File: src/rtl/scalc_pkg.sv
package scalc_pkg;

  localparam int DATA_W          = 32;
  localparam int CMD_W           = 4;
  localparam int STAT_W          = 2;
  localparam int STACK_DEPTH_DEF = 4;
  localparam int MEM_WORDS_DEF   = 16;
  localparam int DIV_STEPS       = DATA_W;

  typedef enum logic [CMD_W-1:0] {
    CMD_NOP   = 4'd0,
    CMD_LOADI = 4'd1,
    CMD_LOADM = 4'd2,
    CMD_STORM = 4'd3,
    CMD_ADD   = 4'd4,
    CMD_SUB   = 4'd5,
    CMD_MUL   = 4'd6,
    CMD_DIV   = 4'd7,
    CMD_REM   = 4'd8,
    CMD_INC   = 4'd9,
    CMD_DEC   = 4'd10,
    CMD_NEG   = 4'd11,
    CMD_CLRRS = 4'd12,
    CMD_CLRMS = 4'd13
  } cmd_t;

  typedef enum logic [STAT_W-1:0] {
    ST_OK      = 2'd0,
    ST_ADDR    = 2'd1,
    ST_DIV0    = 2'd2,
    ST_UNKNOWN = 2'd3
  } status_t;

  typedef enum logic [1:0] {
    S_IDLE,
    S_EXEC,
    S_LOAD,
    S_DIV
  } state_t;

  typedef struct packed {
    logic [CMD_W-1:0]         cmd;
    logic signed [DATA_W-1:0] operand;
  } in_item_t;

  typedef struct packed {
    logic signed [DATA_W-1:0] top_value;
    logic [STAT_W-1:0]        status;
  } out_item_t;

  typedef struct packed {
    logic              start;
    logic [DATA_W-1:0] dividend;
    logic [DATA_W-1:0] divisor;
  } div_req_t;

  typedef struct packed {
    logic              done;
    logic [DATA_W-1:0] quot;
    logic [DATA_W-1:0] rem;
  } div_rsp_t;

  function automatic logic [DATA_W-1:0] mag32(logic [DATA_W-1:0] v);
    return v[DATA_W-1] ? (~v + 1'b1) : v;
  endfunction

endpackage

File: src/rtl/scalc_div.sv
module scalc_div import scalc_pkg::*; (
  input  logic     clk,
  input  logic     rst_n,
  input  div_req_t req,
  output div_rsp_t rsp
);

  localparam int CNT_W = $clog2(DIV_STEPS);

  logic             busy_r;
  logic             done_r;
  logic [CNT_W-1:0] cnt_r;
  logic [DATA_W-1:0] rem_r;
  logic [DATA_W-1:0] quo_r;
  logic [DATA_W-1:0] dvs_r;

  logic [DATA_W:0]   shifted;
  logic [DATA_W:0]   diff;
  logic              q_bit;
  logic [DATA_W-1:0] rem_nxt;

  // one restoring step per cycle, quotient bits shift in from the right
  always_comb begin
    shifted = {rem_r, quo_r[DATA_W-1]};
    diff    = shifted - {1'b0, dvs_r};
    q_bit   = ~diff[DATA_W];
    rem_nxt = q_bit ? diff[DATA_W-1:0] : shifted[DATA_W-1:0];
  end

  always_ff @(posedge clk) begin
    if (!rst_n) begin
      busy_r <= 1'b0;
      done_r <= 1'b0;
      cnt_r  <= '0;
    end else if (req.start) begin
      busy_r <= 1'b1;
      done_r <= 1'b0;
      cnt_r  <= '0;
    end else if (busy_r) begin
      cnt_r <= cnt_r + 1'b1;
      if (cnt_r == CNT_W'(DIV_STEPS - 1)) begin
        busy_r <= 1'b0;
        done_r <= 1'b1;
      end
    end
  end

  always_ff @(posedge clk) begin
    if (req.start) begin
      rem_r <= '0;
      quo_r <= req.dividend;
      dvs_r <= req.divisor;
    end else if (busy_r) begin
      rem_r <= rem_nxt;
      quo_r <= {quo_r[DATA_W-2:0], q_bit};
    end
  end

  assign rsp.done = done_r;
  assign rsp.quot = quo_r;
  assign rsp.rem  = rem_r;

endmodule

File: src/rtl/stack_calculator_alu_core.sv
// an accepted command is registered and runs in S_EXEC; most commands commit there, a LOADM
// with a valid address reads memory and commits from S_LOAD, and DIV/REM with a nonzero divisor
// starts the divider and commits from S_DIV after its 32 steps; a commit waits for a free output
// one command in flight; a new one is taken while the previous result waits at the output
// synchronous active-low reset clears the stack, the memory valid bits and all control;
// memory words read as zero until written
module stack_calculator_alu_core import scalc_pkg::*; #(
  parameter int STACK_DEPTH = STACK_DEPTH_DEF,
  parameter int MEM_WORDS   = MEM_WORDS_DEF
) (
  input  logic      clk,
  input  logic      rst_n,
  input  logic      in_valid,
  output logic      in_ready,
  input  in_item_t  in_data,
  output logic      out_valid,
  input  logic      out_ready,
  output out_item_t out_data
);

  localparam int AW = $clog2(MEM_WORDS);

  state_t state_r, state_nxt;
  logic [CMD_W-1:0]  cmd_r;
  logic [DATA_W-1:0] opnd_r;

  logic [DATA_W-1:0] stk_r   [STACK_DEPTH];
  logic [DATA_W-1:0] stk_nxt [STACK_DEPTH];

  logic [DATA_W-1:0]    mem [MEM_WORDS];
  logic [MEM_WORDS-1:0] mem_vld_r, mem_vld_nxt;
  logic [DATA_W-1:0]    rd_data_r;
  logic                 rd_vld_r;

  logic      out_valid_r, out_valid_nxt;
  out_item_t out_data_r, out_data_nxt;

  logic qneg_r, rneg_r;

  logic              accept_in;
  logic              out_free;
  logic              addr_ok;
  logic [AW-1:0]     addr_idx;
  logic              commit;
  logic              mem_we;
  logic              mem_rd;
  logic [DATA_W-1:0] t_val, s_val;
  logic [DATA_W-1:0] mul_lo;
  logic [DATA_W-1:0] div_val;
  logic [DATA_W-1:0] load_val;
  status_t           status_v;
  div_req_t          div_req;
  div_rsp_t          div_rsp;

  scalc_div u_div (
    .clk   (clk),
    .rst_n (rst_n),
    .req   (div_req),
    .rsp   (div_rsp)
  );

  assign in_ready  = (state_r == S_IDLE);
  assign accept_in = in_valid & in_ready;
  assign out_free  = ~out_valid_r | out_ready;
  assign out_valid = out_valid_r;
  assign out_data  = out_data_r;

  assign t_val    = stk_r[0];
  assign s_val    = stk_r[1];
  assign addr_ok  = ~opnd_r[DATA_W-1] && (opnd_r < DATA_W'(MEM_WORDS));
  assign addr_idx = opnd_r[AW-1:0];
  assign mul_lo   = s_val * t_val;
  assign load_val = rd_vld_r ? rd_data_r : '0;

  always_comb begin
    if (cmd_r == CMD_REM) begin
      div_val = rneg_r ? (~div_rsp.rem + 1'b1) : div_rsp.rem;
    end else begin
      div_val = qneg_r ? (~div_rsp.quot + 1'b1) : div_rsp.quot;
    end
  end

  always_comb begin
    state_nxt        = state_r;
    stk_nxt          = stk_r;
    mem_vld_nxt      = mem_vld_r;
    out_valid_nxt    = out_valid_r & ~out_ready;
    out_data_nxt     = out_data_r;
    mem_we           = 1'b0;
    mem_rd           = 1'b0;
    commit           = 1'b0;
    status_v         = ST_OK;
    div_req.start    = 1'b0;
    div_req.dividend = mag32(s_val);
    div_req.divisor  = mag32(t_val);

    case (state_r)
      S_IDLE: begin
        if (accept_in) begin
          state_nxt = S_EXEC;
        end
      end
      S_EXEC: begin
        if (cmd_r == CMD_LOADM && addr_ok) begin
          mem_rd    = 1'b1;
          state_nxt = S_LOAD;
        end else if ((cmd_r == CMD_DIV || cmd_r == CMD_REM) && t_val != '0) begin
          div_req.start = 1'b1;
          state_nxt     = S_DIV;
        end else begin
          commit = out_free;
        end
      end
      S_LOAD: begin
        commit = out_free;
      end
      S_DIV: begin
        commit = div_rsp.done & out_free;
      end
      default: begin
        state_nxt = S_IDLE;
      end
    endcase

    if (commit) begin
      case (cmd_r)
        CMD_NOP: begin
        end
        CMD_LOADI, CMD_LOADM: begin
          if (cmd_r == CMD_LOADM && !addr_ok) begin
            status_v = ST_ADDR;
          end else begin
            for (int k = STACK_DEPTH - 1; k > 0; k--) begin
              stk_nxt[k] = stk_r[k-1];
            end
            stk_nxt[0] = (cmd_r == CMD_LOADI) ? opnd_r : load_val;
          end
        end
        CMD_STORM: begin
          if (!addr_ok) begin
            status_v = ST_ADDR;
          end else begin
            mem_we                = 1'b1;
            mem_vld_nxt[addr_idx] = 1'b1;
            for (int k = 0; k < STACK_DEPTH - 1; k++) begin
              stk_nxt[k] = stk_r[k+1];
            end
            stk_nxt[STACK_DEPTH-1] = '0;
          end
        end
        CMD_ADD, CMD_SUB, CMD_MUL, CMD_DIV, CMD_REM: begin
          if ((cmd_r == CMD_DIV || cmd_r == CMD_REM) && t_val == '0) begin
            status_v = ST_DIV0;
          end else begin
            // result lands in the top, entries above the second move down
            for (int k = 1; k < STACK_DEPTH - 1; k++) begin
              stk_nxt[k] = stk_r[k+1];
            end
            stk_nxt[STACK_DEPTH-1] = '0;
            case (cmd_r)
              CMD_ADD: stk_nxt[0] = s_val + t_val;
              CMD_SUB: stk_nxt[0] = s_val - t_val;
              CMD_MUL: stk_nxt[0] = mul_lo;
              default: stk_nxt[0] = div_val;
            endcase
          end
        end
        CMD_INC: stk_nxt[0] = t_val + 1'b1;
        CMD_DEC: stk_nxt[0] = t_val - 1'b1;
        CMD_NEG: stk_nxt[0] = ~t_val + 1'b1;
        CMD_CLRRS: begin
          for (int k = 0; k < STACK_DEPTH; k++) begin
            stk_nxt[k] = '0;
          end
        end
        CMD_CLRMS: mem_vld_nxt = '0;
        default: status_v = ST_UNKNOWN;
      endcase
      out_valid_nxt          = 1'b1;
      out_data_nxt.top_value = stk_nxt[0];
      out_data_nxt.status    = status_v;
      state_nxt              = S_IDLE;
    end
  end

  always_ff @(posedge clk) begin
    if (!rst_n) begin
      state_r     <= S_IDLE;
      out_valid_r <= 1'b0;
      mem_vld_r   <= '0;
      for (int k = 0; k < STACK_DEPTH; k++) begin
        stk_r[k] <= '0;
      end
    end else begin
      state_r     <= state_nxt;
      out_valid_r <= out_valid_nxt;
      mem_vld_r   <= mem_vld_nxt;
      stk_r       <= stk_nxt;
    end
  end

  always_ff @(posedge clk) begin
    out_data_r <= out_data_nxt;
    if (accept_in) begin
      cmd_r  <= in_data.cmd;
      opnd_r <= in_data.operand;
    end
    if (div_req.start) begin
      qneg_r <= s_val[DATA_W-1] ^ t_val[DATA_W-1];
      rneg_r <= s_val[DATA_W-1];
    end
  end

  always_ff @(posedge clk) begin
    if (mem_we) begin
      mem[addr_idx] <= t_val;
    end
    if (mem_rd) begin
      rd_data_r <= mem[addr_idx];
      rd_vld_r  <= mem_vld_r[addr_idx];
    end
  end

endmodule

File: config.mk
export PLATFORM = sky130hd
export DESIGN_NAME = stack_calculator_alu_core
export DESIGN_NICKNAME = d
export VERILOG_FILES = /design/src/rtl/scalc_pkg.sv /design/src/rtl/scalc_div.sv /design/src/rtl/stack_calculator_alu_core.sv
export SDC_FILE = /design/constraint.sdc
export NUM_CORES = 2
export LEC_CHECK = 0
export ABC_AREA = 1
export BUFFER_PORTS_ARGS = -buffer_cell sky130_fd_sc_hd__buf_4
export CELL_PAD_IN_SITES_DETAIL_PLACEMENT = 0
export CELL_PAD_IN_SITES_GLOBAL_PLACEMENT = 1
export CORE_MARGIN = 4
export CORE_UTILIZATION = 54
export DETAILED_ROUTE_END_ITERATION = 10
export HOLD_SLACK_MARGIN = 0.1
export PLACE_DENSITY_LB_ADDON = 0.1
export SLEW_MARGIN = 20
export SYNTH_ARGS = -nofsm -noshare
export SYNTH_HDL_FRONTEND = slang
export SYNTH_SLANG_ARGS = --single-unit
File: constraint.sdc
create_clock -name clk -period 23 [get_ports clk]
set_input_delay 3.45 -clock clk [delete_from_list [all_inputs] [get_ports clk]]
set_output_delay 3.45 -clock clk [all_outputs]
set_load 0.03 [all_outputs]
==> flow_summary_export.csv <==
group,metric,value,unit
detailed_routing,drtIter0Drc,6259,
logic_synthesis,synthesis.area,0.0610,mm^2
detailed_routing,avgViaCountPerCell,6.15,
clock_tree,htree_levels,3,
min_path,worstHoldStart,"mem_vld_r[6]",
timing,rsz0062_at_grt,"false",
clock_tree,cts_tree,"done",
place,numPortBuffers,75,
global_route,grt_max_degree,133,
die,dieHeight,344,um
power_and_ir_drop,pwr-share-clk,28.0,%
place,placed_area,0.0631,mm^2
die,dieArea,0.118,mm^2
die,row_count,123,
clock_tree,cts_buffer_depth,3,
detailed_routing,dr.pass1.iters,9,
timing,max_freq,0.117,GHz
cells_and_area,stdcell_count,8495,
cells_and_area,final_area,0.0662,mm^2
clock_tree,cts-root-buf,"clkbuf_16",
setup_path,cp.required,23.40,ns
run_status,status,"complete, no violations",
power_and_ir_drop,p_int,3.20,mW
setup_path,arrival,8.97,ns
run,drv_cap,0,
global_route,grt_pass1_vias,50309,
logic_synthesis,synth-seq-cells,867,
place,dp_cells,8322,
setup_path,r2r-end,"out_data[32]",
clock_tree,clkTransAtPathRegs,0.07,ns
detailed_routing,drc,0,
timing,finalSetupViolCount,0,
clock_tree,cts_buffers,93,
setup_path,reg2reg_depth,26,
logic_synthesis,synthesis.nets,7675,
global_route,overflow,0,
timing,slew_headroom,22.1,%
die,io_pins,76,
power_and_ir_drop,switching_power,2.27,mW
cells_and_area,drive_above_1_share,6.78,%
setup_path,critPathKind,"reg -> reg",
logic_synthesis,synthFlopType,"edfxtp_1",
logic_synthesis,synthCells,7001,
die,initial_core_util,54.3,%
cells_and_area,nFillCells,10081,
global_route,grtUsageTotal,38.6,%
logic_synthesis,synthTopCellsByArea,"edfxtp_1, fa_1, nand2_1, inv_1, dfxtp_1",
power_and_ir_drop,switching_share,41.5,%
power_and_ir_drop,power_leakage,29.4,nW
place,gp_congestion,1.06,
logic_synthesis,synth_top_area_cell,"edfxtp_1",
timing,drv_slew,0,
cells_and_area,most-common-layout-cells,"nand2_1, inv_1, edfxtp_1",
detailed_routing,drt-total-wl,229,mm
detailed_routing,vias,52218,
setup_path,worstPathMaxFanout,31,
clock_tree,hold_buffers,0,
clock_tree,cts_resized,0,
detailed_routing,post_drt_wl_per_cell,27.0,um
detailed_routing,ant_nets,0,
min_path,holdPathStages,2,
timing,worst_pin_slew,1.17,ns
logic_synthesis,yosysWarnings,0,
cells_and_area,final_common_cell,"nand2_1",
power_and_ir_drop,power_frac_comb,36.4,%
logic_synthesis,async_flop_share,0,%
cells_and_area,area_growth,8.45,%
power_and_ir_drop,ir_worst_vdd,0.0000720,V
die,die_x,344,um
logic_synthesis,yosysSeqAreaShare,39.6,%
logic_synthesis,synth.avg_cell_area,8.71,um^2
min_path,min_to,"mem_vld_r[6]",
place,dpl.hpwl,162,mm
timing,finalCriticalPeriod,8.57,ns
cells_and_area,fin_nets,7591,
setup_path,worst_setup_path_end_kind,"flip-flop",
min_path,min_path_type,"reg -> reg",
setup_path,start_kind,"flip-flop",
logic_synthesis,synth_top_area_share,33.5,%
timing,period_share,37.3,%
power_and_ir_drop,p_seq_share,35.6,%
clock_tree,clock_sinks,867,
timing,hold_viol_final,0,
power_and_ir_drop,cellPowerDensity,82.6,mW/mm^2
clock_tree,clock_latency,0.72,ns
global_route,antenna_found_initial,14,
logic_synthesis,synth_edf_count,681,
timing,fin_worst_skew,0.0554,ns
timing,finalSetupTns,0,ns
clock_tree,cts_setup_buffers,0,
setup_path,regToRegSetupSlack,14.43,ns
global_route,grt_pass1_wl,335,mm
setup_path,reg2reg_from,"t_val[4]",
die,core,0.112,mm^2
logic_synthesis,synth_cell_types,66,
sequential cells by signal (all words and copies together), names as in the netlist, 4 cells and up:
signal,count
stk_r,64
mem_vld_r,16
u_div.rem_r,32
u_div.quo_r,32
rd_data_r,32
mem,512
out_data,34
u_div.cnt_r,5
cmd_r,4
t_val,32
u_div.dvs_r,32
s_val,32
opnd_r,32
layout make-up:
| cell class | instances | area (um^2) | share of cell area [%] |
|---|---|---|---|
| diodes | 7 | 17.5 | 0.0265 |
| clock buffers | 110 | 2420 | 3.66 |
| clock inverters | 56 | 653 | 0.987 |
| inverters | 1123 | 4220 | 6.38 |
| multi-input cells | 4629 | 31200 | 47.2 |
| flip-flops and latches | 867 | 24200 | 36.6 |
| well taps | 1500 | 1880 | 2.84 |
| repair buffers | 203 | 1540 | 2.32 |
worst max-delay path by stage:
| stage | startpoint | end | cells past startpoint |
|---|---|---|---|
| 3_5_place_dp | t_val[4] | out_data[32] | 26 |
| 5_1_grt | t_val[4] | out_data[32] | 26 |
| 3_3_place_gp | t_val[4] | out_data[32] | 26 |
| 2_1_floorplan | out_ready | mem[10][0] | 5 |
| 6_report | t_val[4] | out_data[32] | 26 |
| 4_1_cts | t_val[4] | out_data[32] | 26 |
critical path: stages (launching register included):
cell and delay (ns):
dfxtp_2 0.78, buf_4 0.44, nand2_1 0.12, fa_1 0.51, inv_1 0.06, fa_1 0.48
inv_1 0.05, fa_1 0.48, inv_1 0.09, fa_1 0.54, fa_1 0.52, inv_1 0.05
fa_1 0.53, inv_1 0.05, fa_1 0.55, fa_1 0.45, ha_1 0.39, inv_1 0.11
nor3_1 0.25, nand2_1 0.17, nor2_1 0.12, nand2_1 0.17, nand3_1 0.14, nand2_1 0.06
o21ai_0 0.28, o21ai_0 0.24, a21boi_0 0.56
Yosys cell counts (5+ instances only):
cell type	number
o21a_1	8
xor2_1	84
o22ai_1	28
o31ai_1	10
or4_1	32
a21oi_1	506
nor2_1	397
edfxtp_1	681
clkbuf_1	266
o21ai_0	442
a21boi_0	22
xnor2_1	27
buf_1	60
a311oi_1	9
buf_4	5
o211ai_1	80
nand4_1	47
dfxtp_1	186
o221ai_1	8
nand3b_1	13
nor2_2	5
o21bai_1	15
nand2_1	1381
buf_2	47
ha_1	223
nor3_1	88
or2_2	26
nand3_1	280
nor4_1	25
clkinv_1	10
a22oi_1	257
a221oi_1	16
o32ai_1	23
a31oi_1	56
a21o_1	19
fa_1	411
nor2_4	6
inv_1	1100
o21ai_1	29
o2111ai_1	8
inv_2	12
logic make-up (layout without fill, tap and decap cells):
logic type / count (synthesis) / count (layout) / share of synthesized area, %
AOI/OAI and AO/OA: 1558 / 1558 / 15.2
xor gates and xnor gates: 111 / 111 / 1.59
adders and majority gates: 634 / 634 / 18.1
buffers and inverters: 1505 / 1492 / 9.44
DFF: 867 / 867 / 39.6
muxes: 1 / 1 / 0.0164
other: 0 / 7 / 0
and+or+nand+nor: 2325 / 2325 / 16.1
stage by stage:
stage | total power, mW | hold slack, ns | setup WS [ns] | util (%)
global route | 5.68 | 0.480 | 14.22 | 58.9
detailed placement | 3.88 | 0.453 | 14.68 | 56.1
floorplan | 3.14 | 0.436 | 15.58 | -
finish | 5.46 | 0.460 | 14.43 | 58.9
CTS | 5.39 | 0.461 | 14.59 | 58.9
global placement | 3.88 | 0.445 | 14.72 | 56.1
routing by layer:
layer	up-vias	routed length, um	global-route usage, %
li1	23233	-	-
met1	25405	90100	51.9
met2	2932	99800	58.2
met3	640	26100	10.4
met4	8	13200	18.4
met5	-	54	0
power by group through the flow:
stage,Combinational (mW),Sequential (mW),Clock [mW]
3_3_place_gp,1.90,1.97,0
6_report,1.99,1.95,1.53
5_1_grt,2.12,1.96,1.60
4_1_cts,1.91,1.94,1.54
3_5_place_dp,1.90,1.97,0
2_1_floorplan,1.20,1.94,0
Note: power is estimated with default switching activity, not from simulation.
